File: src/rtl/m3i_pkg.sv
// Shared types and constant tables for the 3x3 matrix inverse block.
`default_nettype none
package m3i_pkg;

  localparam int unsigned NUM_ELEM = 9;
  localparam int unsigned NUM_PROD = 18;
  localparam int unsigned Q_DEPTH  = 4;

  // Per-item flags that travel from the front end to the divider
  typedef struct packed {
    logic                singular;
    logic [NUM_ELEM-1:0] neg;
  } m3i_flags_t;

  localparam int unsigned FLAGS_W = $bits(m3i_flags_t);

  // Cofactor k = m[a]*m[b] - m[c]*m[d], element indices in row-major order
  localparam int unsigned COF_IDX [NUM_ELEM][4] = '{
    '{4, 8, 5, 7}, '{2, 7, 1, 8}, '{1, 5, 2, 4},
    '{5, 6, 3, 8}, '{0, 8, 2, 6}, '{2, 3, 0, 5},
    '{3, 7, 4, 6}, '{1, 6, 0, 7}, '{0, 4, 1, 3}
  };

  // Cofactors of the first row elements, used for the determinant
  localparam int unsigned DET_COF [3] = '{0, 3, 6};

endpackage
`default_nettype wire

File: src/rtl/m3i_fifo.sv
// Short queue between the front end and the divider.
`default_nettype none
module m3i_fifo #(
  parameter int unsigned DATA_W = 8
) (
  input  logic              clk_i,
  input  logic              rst_ni,
  input  logic              push_valid_i,
  output logic              push_ready_o,
  input  logic [DATA_W-1:0] push_data_i,
  output logic              pop_valid_o,
  input  logic              pop_ready_i,
  output logic [DATA_W-1:0] pop_data_o
);
  import m3i_pkg::*;

  localparam int unsigned PTR_W = $clog2(Q_DEPTH);
  localparam int unsigned CNT_W = $clog2(Q_DEPTH + 1);

  logic [DATA_W-1:0] mem_q [Q_DEPTH];
  logic [PTR_W-1:0]  wr_q, rd_q;
  logic [CNT_W-1:0]  cnt_q;
  logic              push, pop;

  assign push_ready_o = (cnt_q != CNT_W'(Q_DEPTH));
  assign pop_valid_o  = (cnt_q != '0);
  assign push         = push_valid_i & push_ready_o;
  assign pop          = pop_valid_o & pop_ready_i;
  assign pop_data_o   = mem_q[rd_q];

  // Track pointers and fill level
  always_ff @(posedge clk_i or negedge rst_ni) begin
    if (!rst_ni) begin
      wr_q  <= '0;
      rd_q  <= '0;
      cnt_q <= '0;
    end else begin
      if (push) wr_q <= wr_q + 1'b1;
      if (pop)  rd_q <= rd_q + 1'b1;
      if (push && !pop) begin
        cnt_q <= cnt_q + 1'b1;
      end else if (pop && !push) begin
        cnt_q <= cnt_q - 1'b1;
      end
    end
  end

  // Store entries
  always_ff @(posedge clk_i) begin
    if (push) mem_q[wr_q] <= push_data_i;
  end

endmodule
`default_nettype wire

File: config.mk
export PLATFORM = sky130hd
export DESIGN_NAME = m3i_fifo
export DESIGN_NICKNAME = d
export VERILOG_FILES = /design/src/rtl/m3i_pkg.sv /design/src/rtl/m3i_fifo.sv
export SDC_FILE = /design/constraint.sdc
export NUM_CORES = 1
export LEC_CHECK = 0
export BUFFER_PORTS_ARGS = -buffer_cell sky130_fd_sc_hd__clkbuf_2
export CORE_ASPECT_RATIO = 1.5
export CORE_UTILIZATION = 35
export DETAILED_ROUTE_END_ITERATION = 6
export GPL_ROUTABILITY_DRIVEN = 1
export HOLD_SLACK_MARGIN = 0.12
export PLACE_DENSITY_LB_ADDON = 0.12
export SLEW_MARGIN = 20
export SYNTH_ARGS = -nofsm -noshare
export SYNTH_HDL_FRONTEND = slang
export SYNTH_SLANG_ARGS = --single-unit
File: constraint.sdc
create_clock -name clk_i -period 5.6 [get_ports clk_i]
set_input_delay 1.12 -clock clk_i [delete_from_list [all_inputs] [get_ports clk_i]]
set_output_delay 1.12 -clock clk_i [all_outputs]
set_load 0.02 [all_outputs]
==> results by group, run 1 <==
Placement
  • GP Congestion: 0.697
  • Hpwl dp: 1610 microns
  • I/O Buffers: 21

Min path
  • Worst hold path type: reg -> reg

Layout
  • Fraction of layout cells with a size suffix above 1: about two fifths
  • Layout Nets: around 120
  • # fillers: 395
  • Sequential cell area: about 1100 sq um
  • Multi-input logic area: between 400 and 500 sq um
  • Fin util: ~42%
  • # diodes: 0
  • Area Growth Syn to Fin: 14.6%

Power
  • Leakage: just under 0.0007 uW
  • Power per cell area: 522 nW/um^2
  • Peak VDD IR: around 0.00023 V

Clock tree
  • CTS Buffer Depth: 2
  • CTS Buf Count: 5
  • Clk sinks: 39
  • Root Driver: clkbuf_8
  • Hold_buf cts: 0
  • CTS tree: yes
  • Clock-pin slew on the worst setup and hold paths: 0.07 ns
  • Gates resized, CTS repair: 0
  • Clock latency on the worst-skew pair: approximately 0.28 ns
  • H-Tree Depth: 2
  • Post-CTS setup buffers: 0

Synthesis
  • Top_reg_cell synth: edfxtp_1
  • Post-Syn Area: roughly 1600 sq um
  • Post-synth top cells: edfxtp_1 (32), mux4_2 (8), dfrtp_1 (7), ha_1 (5)
  • Net count after synthesis: 95
  • Cells after Synth: between 70 and 80
  • Number of synthesized flops with an enable pin: 32
  • Most frequent cell after synthesis: edfxtp_1
  • Distinct cells, synth: 20
  • Area leader, netlist: edfxtp_1
  • Synth top area share: between 60% and 70%
  • YS warnings: 0
  • Sequential-to-total area share from yosys stat: between 70% and 80%
  • Synth async-reset ratio: about 18%
  • Synthesized flop and latch total: 39
  • Largest cells by area after synthesis: edfxtp_1 (61%), mux4_2 (11%), dfrtp_1 (11%), ha_1 (3.9%), xnor2_1 (2.2%)
  • Synthesized area per cell: around 21 sq um

Floorplanning
  • Initial Utilization: between 30% and 40%
  • Die area: approximately 4800 sq um
  • Row cnt: 29
  • Die width: approximately 57 microns
  • Core ar.: about 4300 sq um
  • I/O pin total: 22
  • Die Y: between 80 and 90 microns

STA
  • Unrepaired setup endpoints after global routing: false
  • Period Utilization, post-route: between 50 and 60%
  • Clock Skew: about 0.0024 ns
  • Tmin final: about 2.9 ns
  • Setup violators final: 0
  • Max Slew Vio Count: 0
  • Setup_tns: 0 ns
  • Slew HR: between 50 and 60%
  • Fin. Hold Viols: 0
  • Hold slack: around 0.54 ns
  • Fmax: between 0.3 and 0.4 GHz
  • Slew @ Worst Pin: between 0.6 and 0.7 ns

Global routing
  • GR Layer Usage met2: approximately 17%
  • Total congestion overflow: 0
  • Initial antenna violation count: 0
  • Largest net degree at the start of global routing: 12
  • M3 GR Usage: 4.01%
  • First-pass GRT wire length: between 3000 and 4000 microns
  • Met1 Usage GRT: about an eighth
  • Grt peak-use layer: met2
  • Vias in the first global route: 783
  • GRT Total Usage: approximately a tenth

Detailed routing
  • Routed via count: 730
  • Avg WL per Cell: about 15 microns
  • Final ANT Viol Nets: 0
  • Drt pass-1 iters: 6
  • DRC Markers: 6
  • Starting DRC count in detailed routing: 35
  • Final wirelength: ~2300 microns
  • Drt via density: 4.87

Status
  • Failing checks: design-rule violations
  • Status: complete, but fails checks

Setup path
  • R2R setup slack: roughly 3.5 ns
  • Crit path arrival time: ~1.8 ns
  • WP data required: around 4.5 ns
  • WS Path Type: reg -> out
  • Element type at the critical path start: flop
  • Crit-path max FO: 10
  • CP Capture Type: output port

Flow run
  • Max Cap Viol: 0
## flip-flops by register name, summed over array words and instances (netlist names)
name   count
rd_q       2
mem_q     32
cnt_q      3
wr_q       2
## stage by stage
| stage | cells | setup WS, ns | total power (uW) | area [sq um] |
|---|---|---|---|---|
| global placement | 142 | 2.90 | 783 | 1730 |
| CTS | 150 | 2.64 | 966 | 1820 |
| detailed placement | 142 | 2.90 | 790 | 1730 |
| global route | 150 | 2.57 | 1010 | 1820 |
| finish | 150 | 2.71 | 948 | 1820 |
| floorplan | 77 | 3.13 | 702 | 1580 |
## critical path: stages (launching register included)
cell	delay [ns]
dfrtp_1	0.74
mux4_2	0.58
clkbuf_2	0.17
## where the power goes
part / switching (uW) / internal (uW)
combinational: 160 / 154
clock: 86.0 / 87.2
sequential: 67.8 / 394
## final timing paths
kind / startpoint / end / cells after the start
min in group asynchronous: rst_ni / cnt_q[1] / 1
worst max register to register: cnt_q[0] / cnt_q[2] / 8
worst min-delay path: cnt_q[2] / cnt_q[2] / 1
max in group asynchronous: rst_ni / wr_q[0] / 1
worst min register to register: cnt_q[2] / cnt_q[2] / 1
worst max-delay path: rd_q[0] / pop_data_o[3] / 2
## area by class of cell
class / count / share of cell area, %
Clock buffer: 7 / 4.20
Clock inverter: 1 / 0.276
Inverter: 3 / 0.620
Multi-Input combinational cell: 33 / 23.4
Sequential cell: 39 / 62.6
Tap cell: 46 / 3.17
Timing Repair Buffer: 21 / 5.79
## cells by family (layout without fill, tap and decap cells)
group	count (synthesis)	in the layout	synth area share, %
mux	10	10	13.0
compound gates	1	1	0.711
buf+inv	5	32	1.50
flops	39	39	71.7
simple gates	10	10	4.50
fa+ha+maj	6	6	5.21
xor+xnor	6	6	3.32
## placed cells by master (no fill, tap or decap), drive strengths merged, types with 2 or more instances in the layout
master  count
and2        4
clkbuf     28
dfrtp       7
edfxtp     32
ha          5
inv         3
mux2        2
mux4        8
nand2       2
nor2        2
xnor2       4
xor2        2
## metal layers
| layer | vias to the layer above | share of wire [%] |
|---|---|---|
| met4 | 0 | 0.93 |
| met2 | 19 | 51 |
| met1 | 364 | 44 |
| met3 | 2 | 4.7 |
| li1 | 345 | - |
| met5 | - | 0 |
(Power assumes the default switching activity.)
==> run 2: changes to the inputs <==
Clock period 5.6 ns to 2.4 ns, I/O delays scaled along.
==> run 2 against run 1 <==
The run still ends with design-rule violations left. Cell count grew 2.7%. Die area unchanged. Sequential share of layout area down 1.1 points. Critical path depth increased by 1. Clock skew is 0.00060 ns lower.
==> results by group, run 2 (synthesis results as in run 1) <==
Power
  • Peak VDD IR: ~0.00056 V
  • Combinational power share: a little over a third
  • Clk network pwr share: 17.7%
  • Power per cell area: between 1000 and 1500 nW/um^2
  • Switching Power: 743 uW
  • P_int: ~1500 uW
  • Final Power: ~2300 uW
  • Leakage: 0.000692 uW
  • Register share of total power: roughly 47%
  • Net Sw Frac: between 30% and 40%

Layout
  • Commonest non-fill, non-tap cell in the layout: edfxtp_1
  • Layout Nets: 125
  • Most frequent cells in the layout: edfxtp_1 (32), clkbuf_2 (21), mux4_2 (8)
  • Fraction of layout cells with a size suffix above 1: 40.7%
  • Post-layout instance area: roughly 1800 sq um
  • Biggest regs: mem_q x32, cnt_q x3
  • Non-filler instance count after layout: roughly 150
  • # diodes: 0
  • Area Growth Syn to Fin: 16.6%
  • Max reg flops: 32
  • Reg with most FFs: mem_q

Floorplanning
  • Die width: ~57 microns
  • Die Y: about 84 microns
  • Row cnt: 29
  • Initial Utilization: about 37%
  • Core ar.: ~4300 sq um
  • Die area: between 4000 and 5000 sq um
  • I/O pin total: 22

Detailed routing
  • Routed via count: ~750
  • Avg WL per Cell: between 15 and 20 microns
  • Drt via density: approximately 4.9
  • Drt pass-1 iters: 6
  • Final ANT Viol Nets: 0
  • DRC Markers: 9
  • Final wirelength: roughly 2400 microns
  • Starting DRC count in detailed routing: 17

STA
  • Slew HR: 68.1%
  • Max Slew Vio Count: 0
  • Tmin final: about 2.1 ns
  • Slew @ Worst Pin: ~0.48 ns
  • Setup violators final: 0
  • Fin. Hold Viols: 0
  • Unrepaired setup endpoints after global routing: false
  • Clock Skew: between 0.0015 and 0.002 ns
  • Fmax: between 0.4 and 0.5 GHz
  • Setup_tns: 0 ns
  • Period Utilization, post-route: around nine tenths

Setup path
  • CP Capture Type: output port
  • WP data required: around 1.9 ns
  • CP delay by family, top: flip-flops
  • CP max stage cell: dfrtp_1
  • Crit-path max FO: 5
  • Crit path arrival time: between 1.5 and 2 ns
  • WS Path Type: reg -> out
  • Buffers & Inverters on Critical Path: 2
  • CP max stage delay: around 0.50 ns
  • Element type at the critical path start: flop
  • CP cell instances: buf_4 -> mux4_2 -> clkbuf_2

Placement
  • GP Congestion: 0.722
  • Area post-placement: ~1800 sq um
  • Inst Count DP: approximately 150
  • I/O Buffers: 21
  • Hpwl dp: between 1500 and 2000 microns

Global routing
  • GRT Total Usage: 11.4%
  • Total congestion overflow: 0
  • First-pass GRT wire length: 3880 microns
  • Initial antenna violation count: 0
  • Vias in the first global route: between 800 and 900
  • Largest net degree at the start of global routing: 12

Status
  • Failing checks: design-rule violations
  • Status: complete, but fails checks

Clock tree
  • CTS Buf Count: 5
  • H-Tree Depth: 2
  • Root Driver: clkbuf_8
  • Clock latency on the worst-skew pair: between 0.2 and 0.3 ns
  • Clock-pin slew on the worst setup and hold paths: ~0.060 ns
  • Clk sinks: 39
  • CTS Buffer Depth: 2
  • CTS tree: yes
  • Post-CTS setup buffers: 0

Flow run
  • Max Cap Viol: 0

Min path
  • Worst hold path type: in -> reg
## run 2: final timing paths
kind | from | endpoint | slack, ns | depth (start not counted)
max reg2reg | cnt_q[0] | cnt_q[2] | 0.32 | 8
min reg2reg | cnt_q[2] | cnt_q[2] | 0.54 | 1
min in group asynchronous | rst_ni | wr_q[0] | 0.57 | 2
max | rd_q[0] | pop_data_o[7] | 0.25 | 3
max in group asynchronous | rst_ni | rd_q[1] | 1.66 | 2
min | push_data_i[7] | mem_q[3][7] | 0.42 | 1
## run 2: routing by layer
layer / up-vias / share of wire [%] / track usage [%] / routed length (microns)
met3: 6 / 5.1 / 4.31 / 121
li1: 352 / - / - / -
met2: 19 / 52 / 20.3 / 1240
met4: 0 / 1.9 / 5.32 / 46
met5: - / 0 / 0 / 0
met1: 370 / 41 / 11.4 / 970
## run 2: timing repair
item | in CTS | in global routing
hold buffers | 1 | 0
resized for setup | 0 | 0
hold endpoints to repair | 7 | 0
## run 2: power groups by stage
stage	combinational (uW)	clock (uW)	sequential [uW]
floorplan	646	0	993
global placement	809	0	1060
detailed placement	815	0	1070
CTS	822	414	1060
global route	879	438	1080
finish	807	400	1050
## run 2: metrics by stage
stage	hold slack (ns)	utilization, %	setup WS, ns
CTS	0.410	43.1	0.215
global route	0.406	43.1	0.162
finish	0.416	43.1	0.252
global placement	0.327	41.0	0.415
detailed placement	0.334	41.0	0.333
floorplan	0.184	-	0.412
## run 2: final cells by class
| cell class | count | area, sq um |
|---|---|---|
| Clock buffer | 8 | 80.1 |
| Fill cell | 390 | 2430 |
| Sequential cell | 39 | 1140 |
| Tap cell | 46 | 57.6 |
| Timing Repair Buffer | 25 | 138 |
| Inverter | 3 | 11.3 |
| Multi-Input combinational cell | 33 | 424 |
